### src/rtl/core/jse_pkg.sv
// Package for the JSON string escaper: character codes, run descriptor type
// and small helper functions shared by the front, queue and back modules.
// No dependencies.
package jse_pkg;

  localparam int RUN_W = 4;  // up to 9 output bytes for one input beat

  localparam logic [7:0] CH_QUOTE  = 8'h22;
  localparam logic [7:0] CH_BSLASH = 8'h5C;
  localparam logic [7:0] CH_BS     = 8'h08;
  localparam logic [7:0] CH_FF     = 8'h0C;
  localparam logic [7:0] CH_LF     = 8'h0A;
  localparam logic [7:0] CH_CR     = 8'h0D;
  localparam logic [7:0] CH_TAB    = 8'h09;
  localparam logic [7:0] CTRL_LAST = 8'h1F;
  localparam logic [7:0] LTR_B     = 8'h62;
  localparam logic [7:0] LTR_F     = 8'h66;
  localparam logic [7:0] LTR_N     = 8'h6E;
  localparam logic [7:0] LTR_R     = 8'h72;
  localparam logic [7:0] LTR_T     = 8'h74;
  localparam logic [7:0] LTR_U     = 8'h75;
  localparam logic [7:0] DIG_0     = 8'h30;
  localparam logic [7:0] DIG_2     = 8'h32;
  localparam logic [7:0] DIG_8     = 8'h38;
  localparam logic [7:0] DIG_9     = 8'h39;
  localparam logic [7:0] SEQ_LEAD  = 8'hE2;
  localparam logic [7:0] SEQ_MID   = 8'h80;
  localparam logic [7:0] SEQ_LS    = 8'hA8;
  localparam logic [7:0] SEQ_PS    = 8'hA9;

  typedef enum logic [2:0] {
    BODY_NONE,
    BODY_RAW,
    BODY_ESC,
    BODY_UHEX,
    BODY_U20
  } body_kind_t;

  // One entry per input beat that produces output.
  typedef struct packed {
    logic             start_quote;
    logic [1:0]       pre_flush;
    body_kind_t       body;
    logic [7:0]       body_byte;
    logic [1:0]       post_flush;
    logic             end_quote;
    logic [RUN_W-1:0] run_len;
  } run_desc_t;

  function automatic logic [2:0] body_len(body_kind_t kind);
    logic [2:0] len;
    case (kind)
      BODY_RAW:  len = 3'd1;
      BODY_ESC:  len = 3'd2;
      BODY_UHEX: len = 3'd6;
      BODY_U20:  len = 3'd6;
      default:   len = 3'd0;
    endcase
    return len;
  endfunction

  function automatic logic [7:0] hex_digit(logic [3:0] v);
    logic [7:0] c;
    if (v < 4'd10) c = DIG_0 + {4'h0, v};
    else           c = 8'h37 + {4'h0, v};
    return c;
  endfunction

endpackage

### src/rtl/core/jse_front.sv
// Front of the JSON string escaper: accepts input beats, tracks the held
// E2 / E2 80 prefix and classifies each beat into a run descriptor.
// Depends on jse_pkg.
module jse_front (
  input  logic                clk,
  input  logic                rst,
  input  logic                in_valid,
  output logic                in_stall,
  input  logic [7:0]          data_byte,
  input  logic                byte_valid,
  input  logic                string_start,
  input  logic                string_end,
  input  logic                q_full,
  output logic                push,
  output jse_pkg::run_desc_t  push_desc
);
  import jse_pkg::*;

  logic [1:0] held, held_next;
  logic [1:0] h0, after, pre, post;
  logic       fresh;
  body_kind_t kind;
  logic [7:0] bb;
  logic       accept;

  always_comb begin
    h0    = string_start ? 2'd0 : held;
    pre   = 2'd0;
    kind  = BODY_NONE;
    bb    = data_byte;
    after = h0;
    fresh = 1'b0;
    if (byte_valid) begin
      if (h0 == 2'd0) begin
        fresh = 1'b1;
      end else if (h0 == 2'd1) begin
        if (data_byte == SEQ_MID) begin
          after = 2'd2;
        end else begin
          pre   = 2'd1;
          fresh = 1'b1;
        end
      end else if (data_byte == SEQ_LS || data_byte == SEQ_PS) begin
        kind  = BODY_U20;
        bb    = (data_byte == SEQ_LS) ? DIG_8 : DIG_9;
        after = 2'd0;
      end else begin
        pre   = 2'd2;
        fresh = 1'b1;
      end
    end
    if (fresh) begin
      after = 2'd0;
      if (data_byte == SEQ_LEAD) begin
        after = 2'd1;
      end else begin
        case (data_byte) inside
          CH_QUOTE, CH_BSLASH: kind = BODY_ESC;
          CH_BS:  begin kind = BODY_ESC; bb = LTR_B; end
          CH_FF:  begin kind = BODY_ESC; bb = LTR_F; end
          CH_LF:  begin kind = BODY_ESC; bb = LTR_N; end
          CH_CR:  begin kind = BODY_ESC; bb = LTR_R; end
          CH_TAB: begin kind = BODY_ESC; bb = LTR_T; end
          [8'h00:CTRL_LAST]: kind = BODY_UHEX;
          default: kind = BODY_RAW;
        endcase
      end
    end
    post      = string_end ? after : 2'd0;
    held_next = string_end ? 2'd0 : after;
  end

  always_comb begin
    push_desc.start_quote = string_start;
    push_desc.pre_flush   = pre;
    push_desc.body        = kind;
    push_desc.body_byte   = bb;
    push_desc.post_flush  = post;
    push_desc.end_quote   = string_end;
    push_desc.run_len     = {3'b000, string_start} + {2'b00, pre} + {1'b0, body_len(kind)}
                          + {2'b00, post} + {3'b000, string_end};
  end

  assign in_stall = q_full;
  assign accept   = in_valid && !q_full;
  assign push     = accept && (push_desc.run_len != '0);

  always_ff @(posedge clk) begin
    if (rst) begin
      held <= 2'd0;
    end else if (accept) begin
      held <= held_next;
    end
  end

endmodule

### src/rtl/core/jse_queue.sv
// Two-entry queue of run descriptors between the escaper's front and back.
// Depends on jse_pkg.
module jse_queue (
  input  logic                clk,
  input  logic                rst,
  input  logic                push,
  input  jse_pkg::run_desc_t  push_desc,
  output logic                full,
  input  logic                pop,
  output logic                head_valid,
  output jse_pkg::run_desc_t  head_desc
);
  import jse_pkg::*;

  run_desc_t  slots [2];
  logic       wr_ptr, rd_ptr;
  logic [1:0] count;

  assign full       = (count == 2'd2);
  assign head_valid = (count != 2'd0);
  assign head_desc  = slots[rd_ptr];

  always_ff @(posedge clk) begin
    if (push) slots[wr_ptr] <= push_desc;
  end

  always_ff @(posedge clk) begin
    if (rst) begin
      wr_ptr <= 1'b0;
      rd_ptr <= 1'b0;
      count  <= 2'd0;
    end else begin
      if (push) wr_ptr <= ~wr_ptr;
      if (pop)  rd_ptr <= ~rd_ptr;
      case ({push, pop})
        2'b10:   count <= count + 2'd1;
        2'b01:   count <= count - 2'd1;
        default: count <= count;
      endcase
    end
  end

endmodule

### src/rtl/core/jse_back.sv
// Back of the JSON string escaper: walks the head run descriptor one byte
// per cycle unless stalled into a registered beat. Depends on jse_pkg.
module jse_back (
  input  logic                clk,
  input  logic                rst,
  input  logic                head_valid,
  input  jse_pkg::run_desc_t  head_desc,
  output logic                pop,
  output logic                out_valid,
  input  logic                out_stall,
  output logic [7:0]          out_char,
  output logic                run_last,
  output logic                string_done
);
  import jse_pkg::*;

  logic [RUN_W-1:0] idx;
  logic [RUN_W-1:0] p1, p2, p3;
  logic [2:0]       blen;
  logic [7:0]       ch, body_ch;
  logic             last, load;

  always_comb begin
    case (head_desc.body)
      BODY_RAW: body_ch = head_desc.body_byte;
      BODY_ESC: body_ch = (p2 == '0) ? CH_BSLASH : head_desc.body_byte;
      BODY_UHEX: begin
        case (p2[2:0])
          3'd0:    body_ch = CH_BSLASH;
          3'd1:    body_ch = LTR_U;
          3'd2:    body_ch = DIG_0;
          3'd3:    body_ch = DIG_0;
          3'd4:    body_ch = hex_digit(head_desc.body_byte[7:4]);
          default: body_ch = hex_digit(head_desc.body_byte[3:0]);
        endcase
      end
      BODY_U20: begin
        case (p2[2:0])
          3'd0:    body_ch = CH_BSLASH;
          3'd1:    body_ch = LTR_U;
          3'd2:    body_ch = DIG_2;
          3'd3:    body_ch = DIG_0;
          3'd4:    body_ch = DIG_2;
          default: body_ch = head_desc.body_byte;
        endcase
      end
      default: body_ch = head_desc.body_byte;
    endcase
  end

  // Locate idx within the segments: quote, flush, body, flush, quote.
  always_comb begin
    blen = body_len(head_desc.body);
    p1   = idx - {3'b000, head_desc.start_quote};
    p2   = p1 - {2'b00, head_desc.pre_flush};
    p3   = p2 - {1'b0, blen};
    if (head_desc.start_quote && idx == '0) begin
      ch = CH_QUOTE;
    end else if (p1 < {2'b00, head_desc.pre_flush}) begin
      ch = (p1 == '0) ? SEQ_LEAD : SEQ_MID;
    end else if (p2 < {1'b0, blen}) begin
      ch = body_ch;
    end else if (p3 < {2'b00, head_desc.post_flush}) begin
      ch = (p3 == '0) ? SEQ_LEAD : SEQ_MID;
    end else begin
      ch = CH_QUOTE;
    end
  end

  assign last = (idx == head_desc.run_len - 4'd1);
  assign load = !out_valid || !out_stall;
  assign pop  = load && head_valid && last;

  always_ff @(posedge clk) begin
    if (rst) begin
      idx       <= '0;
      out_valid <= 1'b0;
    end else if (load) begin
      out_valid <= head_valid;
      if (head_valid) idx <= last ? '0 : idx + 4'd1;
    end
  end

  always_ff @(posedge clk) begin
    if (load && head_valid) begin
      out_char    <= ch;
      run_last    <= last;
      string_done <= last && head_desc.end_quote;
    end
  end

endmodule

### src/rtl/core/json_string_escaper.sv
// Top level of the JSON string escaper: front classifier, descriptor queue
// and output sequencer. Depends on jse_pkg, jse_front, jse_queue, jse_back.
//
//   channel | handshake            | payload
//   --------+----------------------+-------------------------------------------
//   in      | in_valid / in_stall  | data_byte, byte_valid, string_start,
//           |                      | string_end
//   out     | out_valid / out_stall| out_char, run_last, string_done
//
// One output beat per cycle from the back sequencer while out_stall is low;
// an input beat with n results (1 to 9) holds the back until all n are
// sent, so plain bytes flow at one per cycle. Beats with no result are not queued.
// in_stall rises when the two-entry descriptor queue is full.
// Synchronous active-high reset clears the held prefix, queue and output.
module json_string_escaper (
  input  logic       clk,
  input  logic       rst,
  input  logic       in_valid,
  output logic       in_stall,
  input  logic [7:0] data_byte,
  input  logic       byte_valid,
  input  logic       string_start,
  input  logic       string_end,
  output logic       out_valid,
  input  logic       out_stall,
  output logic [7:0] out_char,
  output logic       run_last,
  output logic       string_done
);
  import jse_pkg::*;

  logic      push, q_full, pop, head_valid;
  run_desc_t push_desc, head_desc;

  jse_front u_front (
    .clk          (clk),
    .rst          (rst),
    .in_valid     (in_valid),
    .in_stall     (in_stall),
    .data_byte    (data_byte),
    .byte_valid   (byte_valid),
    .string_start (string_start),
    .string_end   (string_end),
    .q_full       (q_full),
    .push         (push),
    .push_desc    (push_desc)
  );

  jse_queue u_queue (
    .clk        (clk),
    .rst        (rst),
    .push       (push),
    .push_desc  (push_desc),
    .full       (q_full),
    .pop        (pop),
    .head_valid (head_valid),
    .head_desc  (head_desc)
  );

  jse_back u_back (
    .clk         (clk),
    .rst         (rst),
    .head_valid  (head_valid),
    .head_desc   (head_desc),
    .pop         (pop),
    .out_valid   (out_valid),
    .out_stall   (out_stall),
    .out_char    (out_char),
    .run_last    (run_last),
    .string_done (string_done)
  );

endmodule
### config.mk
export PLATFORM = sky130hd
export DESIGN_NAME = json_string_escaper
export DESIGN_NICKNAME = d
export VERILOG_FILES = /design/src/rtl/core/jse_pkg.sv /design/src/rtl/core/jse_front.sv /design/src/rtl/core/jse_queue.sv /design/src/rtl/core/jse_back.sv /design/src/rtl/core/json_string_escaper.sv
export SDC_FILE = /design/constraint.sdc
export NUM_CORES = 1
export LEC_CHECK = 0
export BUFFER_PORTS_ARGS = -buffer_cell sky130_fd_sc_hd__clkbuf_2
export CAP_MARGIN = 40
export CORE_AREA = 2 2 84 86
export DETAILED_ROUTE_END_ITERATION = 8
export DIE_AREA = 0 0 86 88
export PLACE_DENSITY = 0.83
export SETUP_SLACK_MARGIN = 0.3
export SLEW_MARGIN = 0
export SYNTH_ARGS = -nofsm -noshare
export SYNTH_HDL_FRONTEND = slang
export SYNTH_SLANG_ARGS = --single-unit
### constraint.sdc
create_clock -name clk -period 10 [get_ports clk]
set_input_delay 2 -clock clk [delete_from_list [all_inputs] [get_ports clk]]
set_output_delay 2 -clock clk [all_outputs]
set_load 0.05 [all_outputs]
==> impl_results.md <==
- N_diodes: 0
- GRT Total Usage: 0.2460
- Area of the multi-input gates: 0.002270 sq mm
- Synth Register Bits: 64
- Post-CTS Hold Fix Bufs: 0
- Remaining antenna violation count after routing: 0
- Worst-path clk slew: 0.07 ns
- Initial DRC Count: 215
- Fillers: 515
- GPL Wtd Cong: 0.9722
- Clk buf depth: 2
- Final hold vios: 0
- Routed wire length: 8668 microns
- Sequential cell area fraction in the yosys report: 0.4262
- CP max FO: 8
- Setup Buffers After CTS: 0
- Worst Setup Start Kind: input pin
- Share of layout cells above drive strength 1: 0.1558
- Placeable Area: 0.006644 sq mm
- Synth unique cells: 80
- Setup Skew: 0.01014 ns
- Pwr dens: 258.9 mW/mm^2
- Final #Nets: 478
- Synth Warn #: 0
- Tmin final: 5.917 ns
- Max frequency: 169.0 MHz
- WS Path Type: input pin to flop
- CTS tree: done
- Number of vias per cell: 6.155
- Setup violators final: 0
- Worst Path Buf+Inv: 3
- Vias: 3219
- Clk_lat worst skew: 0.34 ns
- Req. time, crit path: 10.27 ns
- Worst path cell trace: clkbuf_2 -> nor4_1 -> a22oi_1 -> o21ai_1 -> mux2_2 -> nand2_1 -> fa_1 -> inv_1 -> ha_1 -> inv_1 -> fa_1 -> xnor2_1 -> o311ai_2 -> ha_1 -> or3_1 -> a21oi_1
- Initial Util: 0.6363
- Pins over their slew limit: 0
- Chip Width: 86 microns
- Avg Cell Area, Syn: 10.41 sq um
- Die footprint: 0.007568 sq mm
- Worst min-delay path class: flop to flop
- Critical Path Max Stage Delay: 0.58 ns
- CTS root buf: clkbuf_8
- Register Area: 0.001802 sq mm
- Drt pass-1 iters: 5
- Number of synthesized flops with an enable pin: 52
- Site row count: 30
- Die H: 88 microns
- Pin count of the biggest net entering global routing: 42
- Cell Area, Placed: 0.004433 sq mm
- Setup TNS: 0 ns
- TritonCTS Buffers: 9
- Top_reg_cell synth: edfxtp_1
- Rel. slew slack: 0.4713
- Mapped cell area: 0.004228 sq mm
- Delay-heaviest family, CP: adder cells
- Outcome: complete, no violations
- CP max-delay cell: nor4_1
- Area grow syn2layout: 8.760%
- Final cycle utilization of the critical path: 0.5917
- CTS sink cnt: 64
- Max-cap violations: 0
- Ports: 27
- Post-route cell area: 0.004598 sq mm
- Depth of the CTS H-tree: 3
- Post-Synthesis Cells: 406
- WL/cell: 16.57 microns
- Gr ovfl total: 0
- Pleak: 1.746 nW
- Port bufs: 26
- CP endpoint kind: flop
- Initial antenna violation count: 0
- Dpl hpwl: 6600 microns
- Syn Nets: 446
- Worst endpoint data arrival time: 6.19 ns
- First-pass GRT wire length: 14460 microns
- DRC: 0
- Hold Slack: 0.5120 ns
- RSZ-0062 raised after global routing: false
- Post_cts resized: 0
- FFs w/ async S/R, synth: 0
- Worst-Margin Slew: 0.7865 ns
- Vias in the first global route: 3114
- Worst vdd ir: 0.0001159 V
path summary, 6_finish.rpt:
| path | startpoint | endpoint | slack, ns | cells past startpoint |
|---|---|---|---|---|
| min reg2reg | u_back.out_valid | u_back.out_valid | 0.51 | 2 |
| max | data_byte[0] | u_queue.count[1] | 4.08 | 16 |
| max reg2reg | flop | u_back.out_char[1] | 5.52 | 13 |
| min | u_back.out_valid | u_back.out_valid | 0.51 | 2 |
synth_stat cells, drive strengths merged, types with 2 or more instances:
| master | n | area share |
|---|---|---|
| nor2 | 40 | 0.037 |
| a21o | 2 | 0.0036 |
| a32o | 2 | 0.0047 |
| o22a | 2 | 0.0041 |
| and3 | 2 | 0.0030 |
| nand3 | 7 | 0.0083 |
| and3b | 2 | 0.0041 |
| o21bai | 5 | 0.0089 |
| inv | 27 | 0.024 |
| mux2i | 16 | 0.038 |
| nor4b | 4 | 0.0098 |
| nor4bb | 2 | 0.0047 |
| nand4 | 3 | 0.0044 |
| o32ai | 4 | 0.0083 |
| nor3b | 5 | 0.011 |
| fa | 5 | 0.024 |
| xnor2 | 14 | 0.029 |
| and2 | 4 | 0.0059 |
| xor2 | 8 | 0.018 |
| a211oi | 6 | 0.012 |
| a211o | 5 | 0.010 |
| nor4 | 3 | 0.0059 |
| nor3 | 9 | 0.013 |
| nor2b | 9 | 0.013 |
| nand4bb | 2 | 0.0053 |
| clkbuf | 3 | 0.0027 |
| dfxtp | 12 | 0.057 |
| nand2b | 14 | 0.021 |
| a22oi | 4 | 0.0071 |
| o21a | 2 | 0.0036 |
| a2111oi | 2 | 0.0044 |
| buf | 6 | 0.010 |
| edfxtp | 52 | 0.37 |
| mux2 | 7 | 0.019 |
| nand2 | 21 | 0.019 |
| or2 | 4 | 0.0065 |
| a31oi | 2 | 0.0030 |
| ha | 20 | 0.059 |
| a21oi | 26 | 0.031 |
| o21ai | 20 | 0.024 |
sequential cells by signal, indices dropped and copies added (netlist names), named ones only:
name and cells:
u_queue.wr_ptr 1, u_back.idx 4, u_back.run_last 1, u_back.string_done 1, u_queue.count 2, u_front.held 2, u_back.out_valid 1, u_back.out_char 8
u_queue.slots 42, u_queue.rd_ptr 1
per-stage QoR:
stage	util	worst slack, ns	power, mW	cells
floorplan	-	3.917	0.8598	406
global placement	0.6672	3.892	0.9747	507
detailed placement	0.6672	3.717	0.9931	507
CTS	0.6921	4.077	1.185	523
global route	0.6921	3.776	1.272	523
finish	0.6921	4.083	1.190	523
layout make-up:
| class | count | area share |
|---|---|---|
| timing repair buffer | 30 | 0.03483 |
| tap | 80 | 0.02177 |
| clock inverter | 5 | 0.007347 |
| sequential | 64 | 0.3918 |
| multi-input combinational | 306 | 0.4936 |
| inverter | 27 | 0.02204 |
| clock buffer | 11 | 0.02857 |
cell families (layout without fill, tap and decap cells):
family                     Yosys count  after routing  share of synthesized area
AOI/OAI and AO/OA                  100            100                     0.1634
adders and majority gates           25             25                    0.08287
DFF                                 64             64                     0.4262
buffers and inverters               36             73                    0.03699
xor gates and xnor gates            23             23                    0.05327
muxes                               23             23                    0.05652
and+or+nand+nor                    135            135                     0.1808
power breakdown:
group          switching, mW  internal (mW)  total, mW
Combinational          0.402          0.228      0.629
Sequential            0.0213          0.347      0.369
Clock                  0.103         0.0895      0.192
Total                  0.526          0.665       1.19
tightest hold or removal path: cells and delay by family, from the launching register on:
family | cells | cell delay (ns)
flip-flops | 1 | 0.33
AO/OA/AOI/OAI | 1 | 0.06
AND/OR/NAND/NOR | 1 | 0.06
layer usage:
| layer | share of wire | wire length [microns] | up-vias | track usage |
|---|---|---|---|---|
| met5 | 0 | 0 | - | 0 |
| met4 | 0.022 | 195 | 0 | 0.08802 |
| met3 | 0.048 | 416 | 24 | 0.05278 |
| met2 | 0.47 | 4056 | 100 | 0.4080 |
| met1 | 0.46 | 4000 | 1520 | 0.3205 |
| li1 | - | - | 1575 | - |
placed cells by master, fill, tap and decap left out, types with 6 or more instances in the layout:
cell      netlist  final
clkbuf_8        0      9
nor2b_1         9      9
ha_1           20     20
mux2_2          6      6
mux2i_1        16     16
inv_1          25     25
nand2b_1       14     14
o21ai_0        15     15
nor2_1         38     38
nand3_1         7      7
nand2_1        20     20
dfxtp_1        12     12
clkbuf_2        0     26
xnor2_1        14     14
xor2_1          7      7
a21oi_1        26     26
nor3_1          8      8
edfxtp_1       52     52
(Power assumes the default switching activity.)
